$ cat src/rtl/ehp_pkg.sv
// ehp_pkg: shared types, constants and helpers of the ethernet header parser
// no dependencies

package ehp_pkg;

  localparam int unsigned NumFields = 22;
  localparam int unsigned OffW      = 9;

  localparam logic [4:0]  LastTag   = 5'd21;

  localparam logic [15:0] EtIpv4    = 16'h0800;
  localparam logic [15:0] EtArp     = 16'h0806;
  localparam logic [15:0] EtCtag    = 16'h8100;
  localparam logic [15:0] EtStag    = 16'h88A8;
  localparam logic [15:0] EtIpv6    = 16'h86DD;

  localparam logic [7:0]  ProtoIcmp  = 8'd1;
  localparam logic [7:0]  ProtoTcp   = 8'd6;
  localparam logic [7:0]  ProtoUdp   = 8'd17;
  localparam logic [7:0]  ProtoIcmp6 = 8'd58;

  localparam logic [63:0] StatusOk    = 64'd0;
  localparam logic [63:0] StatusTrunc = 64'd1;
  localparam logic [63:0] StatusUnsup = 64'd2;

  typedef enum logic [4:0] {
    FldDmac, FldSmac, FldOvlan, FldIvlan, FldL3, FldIpVer, FldTtl,
    FldSrcHi, FldSrcLo, FldDstHi, FldDstLo, FldL4, FldPorts, FldTcpFlags,
    FldIcmp, FldArpOp, FldArpSha, FldArpSpa, FldArpTha, FldArpTpa,
    FldLength, FldStatus
  } fld_e;

  typedef struct packed {
    logic [7:0] data_byte;
    logic       frame_end;
  } in_item_t;

  typedef struct packed {
    logic [4:0]  field_tag;
    logic [63:0] field_value;
    logic        last_of_frame;
  } out_item_t;

  // frame descriptor handed from capture to decode
  typedef struct packed {
    logic        valid;
    logic [15:0] len;
  } desc_t;

  typedef enum logic [4:0] {
    S_IDLE, S_START, S_RD_ISSUE, S_RD_TAKE,
    S_DMAC, S_SMAC, S_ET0, S_OTCI, S_OET, S_CHK_CTAG, S_ITCI, S_IET, S_CHK_L3,
    S_V4_TTL, S_V4_PROTO, S_V4_SRC, S_V4_DST, S_V4_IHL,
    S_V6_TTL, S_V6_PROTO, S_V6_S0, S_V6_S1, S_V6_D0, S_V6_D1,
    S_L4, S_PORTS, S_TFLAGS, S_ICMP,
    S_ARP_OP, S_ARP_SHA, S_ARP_SPA, S_EMIT
  } dec_state_e;

  function automatic logic fits(input logic [15:0] len, input logic [OffW-1:0] off,
                                input logic [6:0] need);
    return {1'b0, len} >= (17'(off) + 17'(need));
  endfunction

  function automatic logic [63:0] tci_val(input logic [15:0] tci);
    return {49'd0, tci[15:13], tci[11:0]};
  endfunction

endpackage

$ cat src/rtl/ehp_front.sv
// ehp_front: byte capture, frame length count and header store
// depends on ehp_pkg

module ehp_front #(
  parameter int unsigned HEADER_BYTES = 128
) (
  input  logic                     clk_i,
  input  logic                     rst_ni,
  input  logic                     push_i,
  input  ehp_pkg::in_item_t        in_item_i,
  output logic                     full_o,
  output ehp_pkg::desc_t           desc_o,
  input  logic                     release_i,
  input  logic [ehp_pkg::OffW-1:0] rd_addr_i,
  output logic [7:0]               rd_data_o
);
  import ehp_pkg::*;

  localparam int unsigned AW = (HEADER_BYTES > 1) ? $clog2(HEADER_BYTES) : 1;

  logic [7:0]  mem [HEADER_BYTES];
  logic [15:0] count_q, count_d, count_inc;
  logic        hold_q, hold_d;
  logic [15:0] len_q, len_d;
  logic [7:0]  rd_data_q;
  logic        fire;

  assign fire      = push_i && !hold_q;
  assign count_inc = (count_q == 16'hFFFF) ? count_q : count_q + 16'd1;

  always_comb begin
    count_d = count_q;
    hold_d  = hold_q;
    len_d   = len_q;
    if (release_i) hold_d = 1'b0;
    if (fire) begin
      if (in_item_i.frame_end) begin
        count_d = '0;
        hold_d  = 1'b1;
        len_d   = count_inc;
      end else begin
        count_d = count_inc;
      end
    end
  end

  always_ff @(posedge clk_i or negedge rst_ni) begin
    if (!rst_ni) begin
      count_q <= '0;
      hold_q  <= 1'b0;
    end else begin
      count_q <= count_d;
      hold_q  <= hold_d;
    end
  end

  always_ff @(posedge clk_i) begin
    len_q <= len_d;
  end

  always_ff @(posedge clk_i) begin
    if (fire && (count_q < 16'(HEADER_BYTES))) begin
      mem[count_q[AW-1:0]] <= in_item_i.data_byte;
    end
  end

  always_ff @(posedge clk_i) begin
    if (rd_addr_i < OffW'(HEADER_BYTES)) rd_data_q <= mem[rd_addr_i[AW-1:0]];
    else rd_data_q <= 8'd0;
  end

  assign full_o       = hold_q;
  assign desc_o.valid = hold_q;
  assign desc_o.len   = len_q;
  assign rd_data_o    = rd_data_q;

endmodule

$ cat src/rtl/ehp_back.sv
// ehp_back: header decode sequencer and field emission register
// depends on ehp_pkg, reads the header store of ehp_front

module ehp_back (
  input  logic                     clk_i,
  input  logic                     rst_ni,
  input  ehp_pkg::desc_t           desc_i,
  output logic                     release_o,
  output logic [ehp_pkg::OffW-1:0] rd_addr_o,
  input  logic [7:0]               rd_data_i,
  input  logic                     pop_i,
  output logic                     empty_o,
  output ehp_pkg::out_item_t       out_item_o
);
  import ehp_pkg::*;

  dec_state_e      state_q, state_d, ret_q, ret_d;
  logic [OffW-1:0] off_q, off_d, base_q, base_d;
  logic [3:0]      n_q, n_d, k_q, k_d;
  logic [63:0]     acc_q, acc_d;
  logic [15:0]     et_q, et_d, len_q, len_d;
  logic [7:0]      proto_q, proto_d;
  logic            ovid_q, ovid_d;
  logic [63:0]     fld_q [NumFields];
  logic [63:0]     fld_d [NumFields];
  logic [4:0]      idx_q, idx_d;
  out_item_t       out_q, out_d;
  logic            ovalid_q, ovalid_d;
  logic            load;

  assign load = (state_q == S_EMIT) && (!ovalid_q || pop_i);

  // next state and datapath
  always_comb begin
    state_d  = state_q;
    ret_d    = ret_q;
    off_d    = off_q;
    base_d   = base_q;
    n_d      = n_q;
    k_d      = k_q;
    acc_d    = acc_q;
    et_d     = et_q;
    len_d    = len_q;
    proto_d  = proto_q;
    ovid_d   = ovid_q;
    idx_d    = idx_q;
    fld_d    = fld_q;
    out_d    = out_q;
    ovalid_d = ovalid_q && !pop_i;
    case (state_q)
      S_IDLE: if (desc_i.valid) begin
        len_d   = desc_i.len;
        state_d = S_START;
      end
      S_START: begin
        for (int i = 0; i < NumFields; i++) fld_d[i] = '0;
        fld_d[FldLength] = {48'd0, len_q};
        off_d  = OffW'(14);
        ovid_d = 1'b0;
        idx_d  = '0;
        if (!fits(len_q, '0, 7'd14)) begin
          fld_d[FldStatus] = StatusTrunc;
          state_d = S_EMIT;
        end else begin
          base_d = '0; n_d = 4'd6; k_d = '0; acc_d = '0; ret_d = S_DMAC;
          state_d = S_RD_ISSUE;
        end
      end
      S_RD_ISSUE: state_d = S_RD_TAKE;
      S_RD_TAKE: begin
        acc_d = {acc_q[55:0], rd_data_i};
        if (k_q == n_q - 4'd1) state_d = ret_q;
        else begin
          k_d = k_q + 4'd1;
          state_d = S_RD_ISSUE;
        end
      end
      S_DMAC: begin
        fld_d[FldDmac] = acc_q;
        base_d = OffW'(6); n_d = 4'd6; k_d = '0; acc_d = '0; ret_d = S_SMAC;
        state_d = S_RD_ISSUE;
      end
      S_SMAC: begin
        fld_d[FldSmac] = acc_q;
        base_d = OffW'(12); n_d = 4'd2; k_d = '0; acc_d = '0; ret_d = S_ET0;
        state_d = S_RD_ISSUE;
      end
      S_ET0: begin
        et_d = acc_q[15:0];
        if (acc_q[15:0] == EtStag) begin
          if (!fits(len_q, off_q, 7'd4)) begin
            fld_d[FldStatus] = StatusTrunc;
            state_d = S_EMIT;
          end else begin
            base_d = off_q; n_d = 4'd2; k_d = '0; acc_d = '0; ret_d = S_OTCI;
            state_d = S_RD_ISSUE;
          end
        end else state_d = S_CHK_CTAG;
      end
      S_OTCI: begin
        fld_d[FldOvlan] = tci_val(acc_q[15:0]);
        ovid_d = (acc_q[11:0] != 12'd0);
        base_d = off_q + OffW'(2); n_d = 4'd2; k_d = '0; acc_d = '0; ret_d = S_OET;
        state_d = S_RD_ISSUE;
      end
      S_OET: begin
        et_d  = acc_q[15:0];
        off_d = off_q + OffW'(4);
        state_d = S_CHK_CTAG;
      end
      S_CHK_CTAG: begin
        if (et_q == EtCtag) begin
          if (!fits(len_q, off_q, 7'd4)) begin
            fld_d[FldStatus] = StatusTrunc;
            state_d = S_EMIT;
          end else begin
            base_d = off_q; n_d = 4'd2; k_d = '0; acc_d = '0; ret_d = S_ITCI;
            state_d = S_RD_ISSUE;
          end
        end else state_d = S_CHK_L3;
      end
      S_ITCI: begin
        if (ovid_q) fld_d[FldIvlan] = tci_val(acc_q[15:0]);
        else fld_d[FldOvlan] = tci_val(acc_q[15:0]);
        base_d = off_q + OffW'(2); n_d = 4'd2; k_d = '0; acc_d = '0; ret_d = S_IET;
        state_d = S_RD_ISSUE;
      end
      S_IET: begin
        et_d  = acc_q[15:0];
        off_d = off_q + OffW'(4);
        state_d = S_CHK_L3;
      end
      S_CHK_L3: begin
        k_d = '0; acc_d = '0;
        if (et_q == EtIpv4) begin
          fld_d[FldL3] = {48'd0, et_q};
          if (!fits(len_q, off_q, 7'd20)) begin
            fld_d[FldStatus] = StatusTrunc;
            state_d = S_EMIT;
          end else begin
            fld_d[FldIpVer] = 64'd4;
            base_d = off_q + OffW'(8); n_d = 4'd1; ret_d = S_V4_TTL;
            state_d = S_RD_ISSUE;
          end
        end else if (et_q == EtIpv6) begin
          fld_d[FldL3] = {48'd0, et_q};
          if (!fits(len_q, off_q, 7'd40)) begin
            fld_d[FldStatus] = StatusTrunc;
            state_d = S_EMIT;
          end else begin
            fld_d[FldIpVer] = 64'd6;
            base_d = off_q + OffW'(7); n_d = 4'd1; ret_d = S_V6_TTL;
            state_d = S_RD_ISSUE;
          end
        end else if (et_q == EtArp) begin
          fld_d[FldL3] = {48'd0, et_q};
          if (!fits(len_q, off_q, 7'd28)) begin
            fld_d[FldStatus] = StatusTrunc;
            state_d = S_EMIT;
          end else begin
            base_d = off_q + OffW'(6); n_d = 4'd2; ret_d = S_ARP_OP;
            state_d = S_RD_ISSUE;
          end
        end else begin
          fld_d[FldStatus] = StatusUnsup;
          state_d = S_EMIT;
        end
      end
      S_V4_TTL: begin
        fld_d[FldTtl] = acc_q;
        base_d = off_q + OffW'(9); n_d = 4'd1; k_d = '0; acc_d = '0; ret_d = S_V4_PROTO;
        state_d = S_RD_ISSUE;
      end
      S_V4_PROTO: begin
        proto_d = acc_q[7:0];
        base_d = off_q + OffW'(12); n_d = 4'd4; k_d = '0; acc_d = '0; ret_d = S_V4_SRC;
        state_d = S_RD_ISSUE;
      end
      S_V4_SRC: begin
        fld_d[FldSrcLo] = acc_q;
        base_d = off_q + OffW'(16); n_d = 4'd4; k_d = '0; acc_d = '0; ret_d = S_V4_DST;
        state_d = S_RD_ISSUE;
      end
      S_V4_DST: begin
        fld_d[FldDstLo] = acc_q;
        base_d = off_q; n_d = 4'd1; k_d = '0; acc_d = '0; ret_d = S_V4_IHL;
        state_d = S_RD_ISSUE;
      end
      S_V4_IHL: begin
        off_d = off_q + OffW'({acc_q[3:0], 2'b00});
        state_d = S_L4;
      end
      S_V6_TTL: begin
        fld_d[FldTtl] = acc_q;
        base_d = off_q + OffW'(6); n_d = 4'd1; k_d = '0; acc_d = '0; ret_d = S_V6_PROTO;
        state_d = S_RD_ISSUE;
      end
      S_V6_PROTO: begin
        proto_d = acc_q[7:0];
        base_d = off_q + OffW'(8); n_d = 4'd8; k_d = '0; acc_d = '0; ret_d = S_V6_S0;
        state_d = S_RD_ISSUE;
      end
      S_V6_S0: begin
        fld_d[FldSrcHi] = acc_q;
        base_d = off_q + OffW'(16); n_d = 4'd8; k_d = '0; acc_d = '0; ret_d = S_V6_S1;
        state_d = S_RD_ISSUE;
      end
      S_V6_S1: begin
        fld_d[FldSrcLo] = acc_q;
        base_d = off_q + OffW'(24); n_d = 4'd8; k_d = '0; acc_d = '0; ret_d = S_V6_D0;
        state_d = S_RD_ISSUE;
      end
      S_V6_D0: begin
        fld_d[FldDstHi] = acc_q;
        base_d = off_q + OffW'(32); n_d = 4'd8; k_d = '0; acc_d = '0; ret_d = S_V6_D1;
        state_d = S_RD_ISSUE;
      end
      S_V6_D1: begin
        fld_d[FldDstLo] = acc_q;
        off_d = off_q + OffW'(40);
        state_d = S_L4;
      end
      S_L4: begin
        base_d = off_q; k_d = '0; acc_d = '0;
        if (proto_q == ProtoTcp) begin
          if (!fits(len_q, off_q, 7'd20)) begin
            fld_d[FldStatus] = StatusTrunc;
            state_d = S_EMIT;
          end else begin
            n_d = 4'd4; ret_d = S_PORTS; state_d = S_RD_ISSUE;
          end
        end else if (proto_q == ProtoUdp) begin
          if (!fits(len_q, off_q, 7'd8)) begin
            fld_d[FldStatus] = StatusTrunc;
            state_d = S_EMIT;
          end else begin
            n_d = 4'd4; ret_d = S_PORTS; state_d = S_RD_ISSUE;
          end
        end else if (proto_q == ProtoIcmp || proto_q == ProtoIcmp6) begin
          if (!fits(len_q, off_q, 7'd8)) begin
            fld_d[FldStatus] = StatusTrunc;
            state_d = S_EMIT;
          end else begin
            n_d = 4'd2; ret_d = S_ICMP; state_d = S_RD_ISSUE;
          end
        end else begin
          fld_d[FldStatus] = StatusUnsup;
          state_d = S_EMIT;
        end
      end
      S_PORTS: begin
        fld_d[FldPorts] = acc_q;
        if (proto_q == ProtoTcp) begin
          base_d = off_q + OffW'(13); n_d = 4'd1; k_d = '0; acc_d = '0; ret_d = S_TFLAGS;
          state_d = S_RD_ISSUE;
        end else begin
          fld_d[FldL4] = {56'd0, proto_q};
          state_d = S_EMIT;
        end
      end
      S_TFLAGS: begin
        fld_d[FldTcpFlags] = acc_q;
        fld_d[FldL4] = {56'd0, proto_q};
        state_d = S_EMIT;
      end
      S_ICMP: begin
        fld_d[FldIcmp] = acc_q;
        fld_d[FldL4] = {56'd0, proto_q};
        state_d = S_EMIT;
      end
      S_ARP_OP: begin
        fld_d[FldArpOp] = acc_q;
        base_d = off_q + OffW'(8); n_d = 4'd6; k_d = '0; acc_d = '0; ret_d = S_ARP_SHA;
        state_d = S_RD_ISSUE;
      end
      S_ARP_SHA: begin
        // sender and target addresses follow in one 20-byte run
        fld_d[FldArpSha] = acc_q;
        base_d = off_q + OffW'(14); n_d = 4'd4; k_d = '0; acc_d = '0; ret_d = S_ARP_SPA;
        state_d = S_RD_ISSUE;
      end
      S_ARP_SPA: begin
        if (base_q == off_q + OffW'(14)) begin
          fld_d[FldArpSpa] = acc_q;
          base_d = off_q + OffW'(18); n_d = 4'd6; ret_d = S_ARP_SPA;
        end else if (base_q == off_q + OffW'(18)) begin
          fld_d[FldArpTha] = acc_q;
          base_d = off_q + OffW'(24); n_d = 4'd4; ret_d = S_ARP_SPA;
        end else begin
          fld_d[FldArpTpa] = acc_q;
        end
        k_d = '0; acc_d = '0;
        state_d = (base_q == off_q + OffW'(24)) ? S_EMIT : S_RD_ISSUE;
      end
      S_EMIT: if (load) begin
        out_d.field_tag     = idx_q;
        out_d.field_value   = fld_q[idx_q];
        out_d.last_of_frame = (idx_q == LastTag);
        ovalid_d = 1'b1;
        idx_d    = idx_q + 5'd1;
        if (idx_q == LastTag) state_d = S_IDLE;
      end
      default: state_d = S_IDLE;
    endcase
  end

  // outputs
  always_comb begin
    rd_addr_o  = base_q + OffW'(k_q);
    release_o  = (state_q != S_EMIT) && (state_d == S_EMIT);
    empty_o    = !ovalid_q;
    out_item_o = out_q;
  end

  always_ff @(posedge clk_i or negedge rst_ni) begin
    if (!rst_ni) begin
      state_q  <= S_IDLE;
      ovalid_q <= 1'b0;
    end else begin
      state_q  <= state_d;
      ovalid_q <= ovalid_d;
    end
  end

  always_ff @(posedge clk_i) begin
    ret_q   <= ret_d;
    off_q   <= off_d;
    base_q  <= base_d;
    n_q     <= n_d;
    k_q     <= k_d;
    acc_q   <= acc_d;
    et_q    <= et_d;
    len_q   <= len_d;
    proto_q <= proto_d;
    ovid_q  <= ovid_d;
    idx_q   <= idx_d;
    fld_q   <= fld_d;
    out_q   <= out_d;
  end

endmodule

$ cat src/rtl/ethernet_header_parser_unit.sv
// ethernet_header_parser_unit: top level of the ethernet header parser
// depends on ehp_pkg, ehp_front, ehp_back

// Frame bytes are pushed one per beat in wire order, frame_end marking the
// last byte of each frame. The first HEADER_BYTES bytes go into the header
// store of the capture side and the length is counted, saturating at 65535.
// On the last byte the capture side hands a frame descriptor to the decode
// side and raises full until decode has finished reading the store; decode
// walks the headers one store byte at a time, an issue state and a take state
// per byte (one read port, registered data), then emits 22 field beats,
// one per cycle while pop is held. Field emission overlaps capture of the
// next frame. Bytes are taken one per cycle while full is low; the last byte
// of a frame holds the input off for its decode time, plus any wait for the
// previous frame's field beats to drain, since decode only starts once the
// last of them has entered the output register.
// Absent fields read as zero; status is 0 ok, 1 truncated, 2 unsupported,
// and last_of_frame marks the status beat.

module ethernet_header_parser_unit #(
  parameter int unsigned HEADER_BYTES = 128
) (
  input  logic               clk_i,
  input  logic               rst_ni,
  input  logic               push,
  output logic               full,
  input  ehp_pkg::in_item_t  in_item_i,
  output logic               empty,
  input  logic               pop,
  output ehp_pkg::out_item_t out_item_o
);
  import ehp_pkg::*;

  desc_t           desc;
  logic            release_w;
  logic [OffW-1:0] rd_addr;
  logic [7:0]      rd_data;

  // capture side: header store and length counter
  ehp_front #(
    .HEADER_BYTES(HEADER_BYTES)
  ) u_front (
    .clk_i     (clk_i),
    .rst_ni    (rst_ni),
    .push_i    (push),
    .in_item_i (in_item_i),
    .full_o    (full),
    .desc_o    (desc),
    .release_i (release_w),
    .rd_addr_i (rd_addr),
    .rd_data_o (rd_data)
  );

  // decode side: sequencer and output register
  ehp_back u_back (
    .clk_i      (clk_i),
    .rst_ni     (rst_ni),
    .desc_i     (desc),
    .release_o  (release_w),
    .rd_addr_o  (rd_addr),
    .rd_data_i  (rd_data),
    .pop_i      (pop),
    .empty_o    (empty),
    .out_item_o (out_item_o)
  );

  // the store is only handed back while a frame is held
  a_release_held: assert property (@(posedge clk_i) disable iff (!rst_ni)
    release_w |-> desc.valid) else $error("release without held frame");

  // the status beat alone closes a frame
  a_last_tag: assert property (@(posedge clk_i) disable iff (!rst_ni)
    !empty |-> (out_item_o.last_of_frame == (out_item_o.field_tag == LastTag)))
    else $error("last_of_frame off the status beat");

  // no field tag beyond the status
  a_tag_range: assert property (@(posedge clk_i) disable iff (!rst_ni)
    !empty |-> out_item_o.field_tag <= LastTag) else $error("field tag out of range");

endmodule

$ cat config.mk
export PLATFORM = sky130hd
export DESIGN_NAME = ethernet_header_parser_unit
export DESIGN_NICKNAME = d
export VERILOG_FILES = /design/src/rtl/ehp_pkg.sv /design/src/rtl/ehp_front.sv /design/src/rtl/ehp_back.sv /design/src/rtl/ethernet_header_parser_unit.sv
export SDC_FILE = /design/constraint.sdc
export NUM_CORES = 2
export LEC_CHECK = 0
export BUFFER_PORTS_ARGS = -buffer_cell sky130_fd_sc_hd__buf_2
export CORE_ASPECT_RATIO = 2
export CORE_UTILIZATION = 50
export CTS_CLUSTER_DIAMETER = 100
export DETAILED_ROUTE_END_ITERATION = 7
export GPL_ROUTABILITY_DRIVEN = 0
export PLACE_DENSITY_LB_ADDON = 0.3
export REMOVE_ABC_BUFFERS = 1
export SKIP_CTS_REPAIR_TIMING = 1
export SYNTH_ARGS = -nofsm -noshare
export SYNTH_HDL_FRONTEND = slang
export SYNTH_SLANG_ARGS = --single-unit
$ cat constraint.sdc
create_clock -name clk_i -period 7.9 [get_ports clk_i]
set_input_delay 1.185 -clock clk_i [delete_from_list [all_inputs] [get_ports clk_i]]
set_output_delay 1.185 -clock clk_i [all_outputs]
set_load 0.02 [all_outputs]
==> flow_metrics.tcl <==
set metrics [dict create \
    place_area_mm2 0.105 \
    worst_setup_path_end_kind "register" \
    required_ns 8.41 \
    rows 234 \
    grt_pass1_wl_um 418000 \
    yosys.area.top_type "edfxtp_1" \
    gr-total-overflow 0 \
    hold_violations 0 \
    netlist_instances 6264 \
    drtIter0Drc 6397 \
    rsz0062_at_grt "false" \
    arrival_ns 6.34 \
    grt_max_degree 131 \
    synth_seq_area_share_pct 69.7 \
    cts_buffer_depth 4 \
    ctsRootBufferMaster "clkbuf_16" \
    setup_viol 0 \
    comb_power_share_pct 37.5 \
    yosysTopAreaCellShare_pct 69.0 \
    htree_levels 4 \
    wl_um 293000 \
    numClockSinks 2377 \
    cp-start-kind "register" \
    max_slew_margin_pct 16.6 \
    drv_slew 0 \
    reg2reg_from "u_back.off_q[4]$_SDFFCE_PP0N_" \
    antenna_found_initial 7 \
    final_cell_mix "2,346 x edfxtp_1, 504 x and2_1, 474 x and3_1" \
    p_leak_nw 38.3 \
    synthTopCellsByArea "edfxtp_1 69%, mux4_2 10%, and2_1 3.1%" \
    power.internal_mw 27.0 \
    setup.reg_to_reg.worst_slack_ns 2.07 \
    reg2regPathDepth 14 \
    grt_pass1_vias 59795 \
    dpl.hpwl_um 173000 \
    initial_core_util_pct 50.3 \
    io_buffers 84 \
    drt.antenna.violating_nets 0 \
    critical_path_class "register to register" \
    ys.flop_type "edfxtp_1" \
    syn_area_mm2 0.102 \
    die_area_mm2 0.206 \
    wl_per_cell_um 32.4 \
    fillCellCount 15644 \
    worstPathMaxFanout 40 \
    layout_commonest_cell "edfxtp_1" \
    async_flop_share_pct 0.968 \
    clkPwrFrac_pct 22.9 \
    drt-vias-per-instance 6.45 \
    clock_latency_ns 0.88 \
    stdcell_area_mm2 0.112 \
    layout_min_cycle_time_ns 5.83 \
    drc_errors 0 \
    global_route.usage.total_pct 28.4 \
    status "finished clean" \
    ys_warn_count 0 \
    io_pins 85 \
    crit_start "u_back.off_q[4]$_SDFFCE_PP0N_" \
    peakVddDrop_v 0.000507 \
    coreArea_mm2 0.203 \
    areaGrowthSynthToFinish_pct 9.33 \
    clkTransAtPathRegs_ns 0.08 \
    die_h_um 641 \
    num-nets-final 6255 \
    die_w_um 321 \
    firstDrtPassIters 8 \
    cap_viol_max_count 0 \
    min_period_over_period_pct 73.8 \
    ys_seq_elements 2377 \
    max_freq_mhz 172 \
    clock_skew_ns 0.0575 \
    reg2reg_to "u_back.fld_q[46]$_SDFFCE_PN0P_" \
    layout-drive-gt1-share_pct 16.5 \
    cts_tree "yes" \
    p_seq_share_pct 39.6 \
    powerDensity_mw_per_mm2 383 \
    tightest_slew_ns 1.25 \
    avgSynthCellArea_um2 16.3 \
    sw_frac_of_total_pct 36.8 \
    hp-class "primary input to async pin" \
    cts_buffers 204 \
    endpoint "u_back.fld_q[46]$_SDFFCE_PN0P_" \
    vias 58340 \
    finalSetupTns_ns 0 \
    synth_edf_count 2346 \
    p_sw_mw 15.7 \
    synth.distinct_cells 84 \
]
power groups by stage:
stage	Sequential (mW)	Clock [mW]	Combinational, mW
floorplan	17.0	0	8.70
global placement	17.1	0	15.8
detailed placement	17.2	0	15.9
CTS	16.9	9.86	16.0
global route	17.0	10.3	16.5
finish	16.9	9.78	16.0
registers in the layout, summed over array words and instances, names as in the netlist, 8 cells and up:
register,count
u_front.rd_data_o,8
u_back.out_item_o,70
u_back.base_q,9
u_back.off_q,8
u_front.mem,1024
u_back.fld_q,1096
u_back.len_q,16
u_back.proto_q,8
u_back.et_q,16
u_back.acc_q,64
u_front.len_q,16
u_front.count_q,16
worst min-delay path by stage:
stage               slack [ns]                          end  cells after the start
global route              0.37  u_back.state_q[4]$_DFF_PN0_                      1
finish                    0.37  u_back.state_q[1]$_DFF_PN0_                      1
floorplan                 0.40   u_back.fld_q[64]$_DFFE_PP_                      0
CTS                       0.33  u_back.state_q[4]$_DFF_PN0_                      1
detailed placement        0.41    u_back.len_q[1]$_DFFE_PP_                      0
global placement          0.41    u_back.len_q[4]$_DFFE_PP_                      0
layout make-up:
| cell class | count | area (µm²) | area share [%] |
|---|---|---|---|
| Clock buffer | 254 | 5370 | 4.81 |
| Sequential cell | 2377 | 71200 | 63.8 |
| Clock inverter | 102 | 890 | 0.797 |
| Antenna cell | 6 | 15.0 | 0.0135 |
| Tap cell | 2714 | 3400 | 3.04 |
| Multi-Input combinational cell | 3335 | 29100 | 26.1 |
| Timing Repair Buffer | 211 | 1470 | 1.32 |
| Inverter | 44 | 170 | 0.152 |
per-layer routing:
layer | up-vias | global-route usage [%] | routed length (µm)
met4 | 2 | 20.5 | 24200
met1 | 29988 | 29.9 | 93500
met3 | 996 | 3.72 | 18700
met5 | - | 0 | 9
met2 | 3154 | 51.6 | 156000
li1 | 24200 | - | -
Yosys cell counts, types with 14 or more instances:
library cell / n
and2_1: 506
nor3_1: 29
nand3_1: 79
xnor2_1: 53
a22oi_1: 68
nand2_1: 203
inv_1: 38
o22ai_1: 122
ha_1: 67
mux2i_1: 192
edfxtp_1: 2346
buf_2: 56
dfrtp_1: 23
a21oi_1: 86
clkbuf_1: 405
a211oi_1: 62
nor2_1: 335
mux4_2: 471
and3_1: 476
nor2b_1: 90
o21ai_0: 201
mux2_2: 26
nand2b_1: 19
nand4_1: 14
xor2_1: 27
buf_1: 41
worst max-delay path: stages (launching register included):
cell and delay (ns):
edfxtp_1 0.89, ha_1 0.56, clkinv_1 0.36, nor2_1 0.42, nand2_1 0.12, xor2_1 0.15, ha_1 0.31, and4_1 0.21
and3_1 0.19, a221oi_1 0.32, nand2_1 0.14, nor2_1 0.12, nor2_1 0.05, and4b_4 1.00, buf_4 0.57
stage by stage:
step                      cells  total power, mW  util (%)  setup WS [ns]  hold WS, ns
after global routing       9039             43.8      55.0           1.84        0.373
after global placement     8681             32.9      51.9           2.20        0.407
final                      9043             42.7      55.0           2.07        0.368
after CTS                  9037             42.7      55.0           2.18        0.326
after floorplan            5756             25.7         -          -5.30        0.400
after detailed placement   8681             33.1      51.9           2.25        0.406
logic make-up (layout without fill, tap and decap cells):
kind of cell             count (synthesis)  after routing  synth area share (%)
AO/OA/AOI/OAI                          683            683                  4.27
XOR/XNOR                                80             80                 0.686
adder cells (fa/ha/maj)                 69             69                 0.860
buffers and inverters                  552            611                  2.12
flip-flops                            2377           2377                  69.7
multiplexers                           689            689                  12.6
other                                    0              6                     0
AND/OR/NAND/NOR                       1814           1814                  9.77
Power figures use the tool's default switching activity.
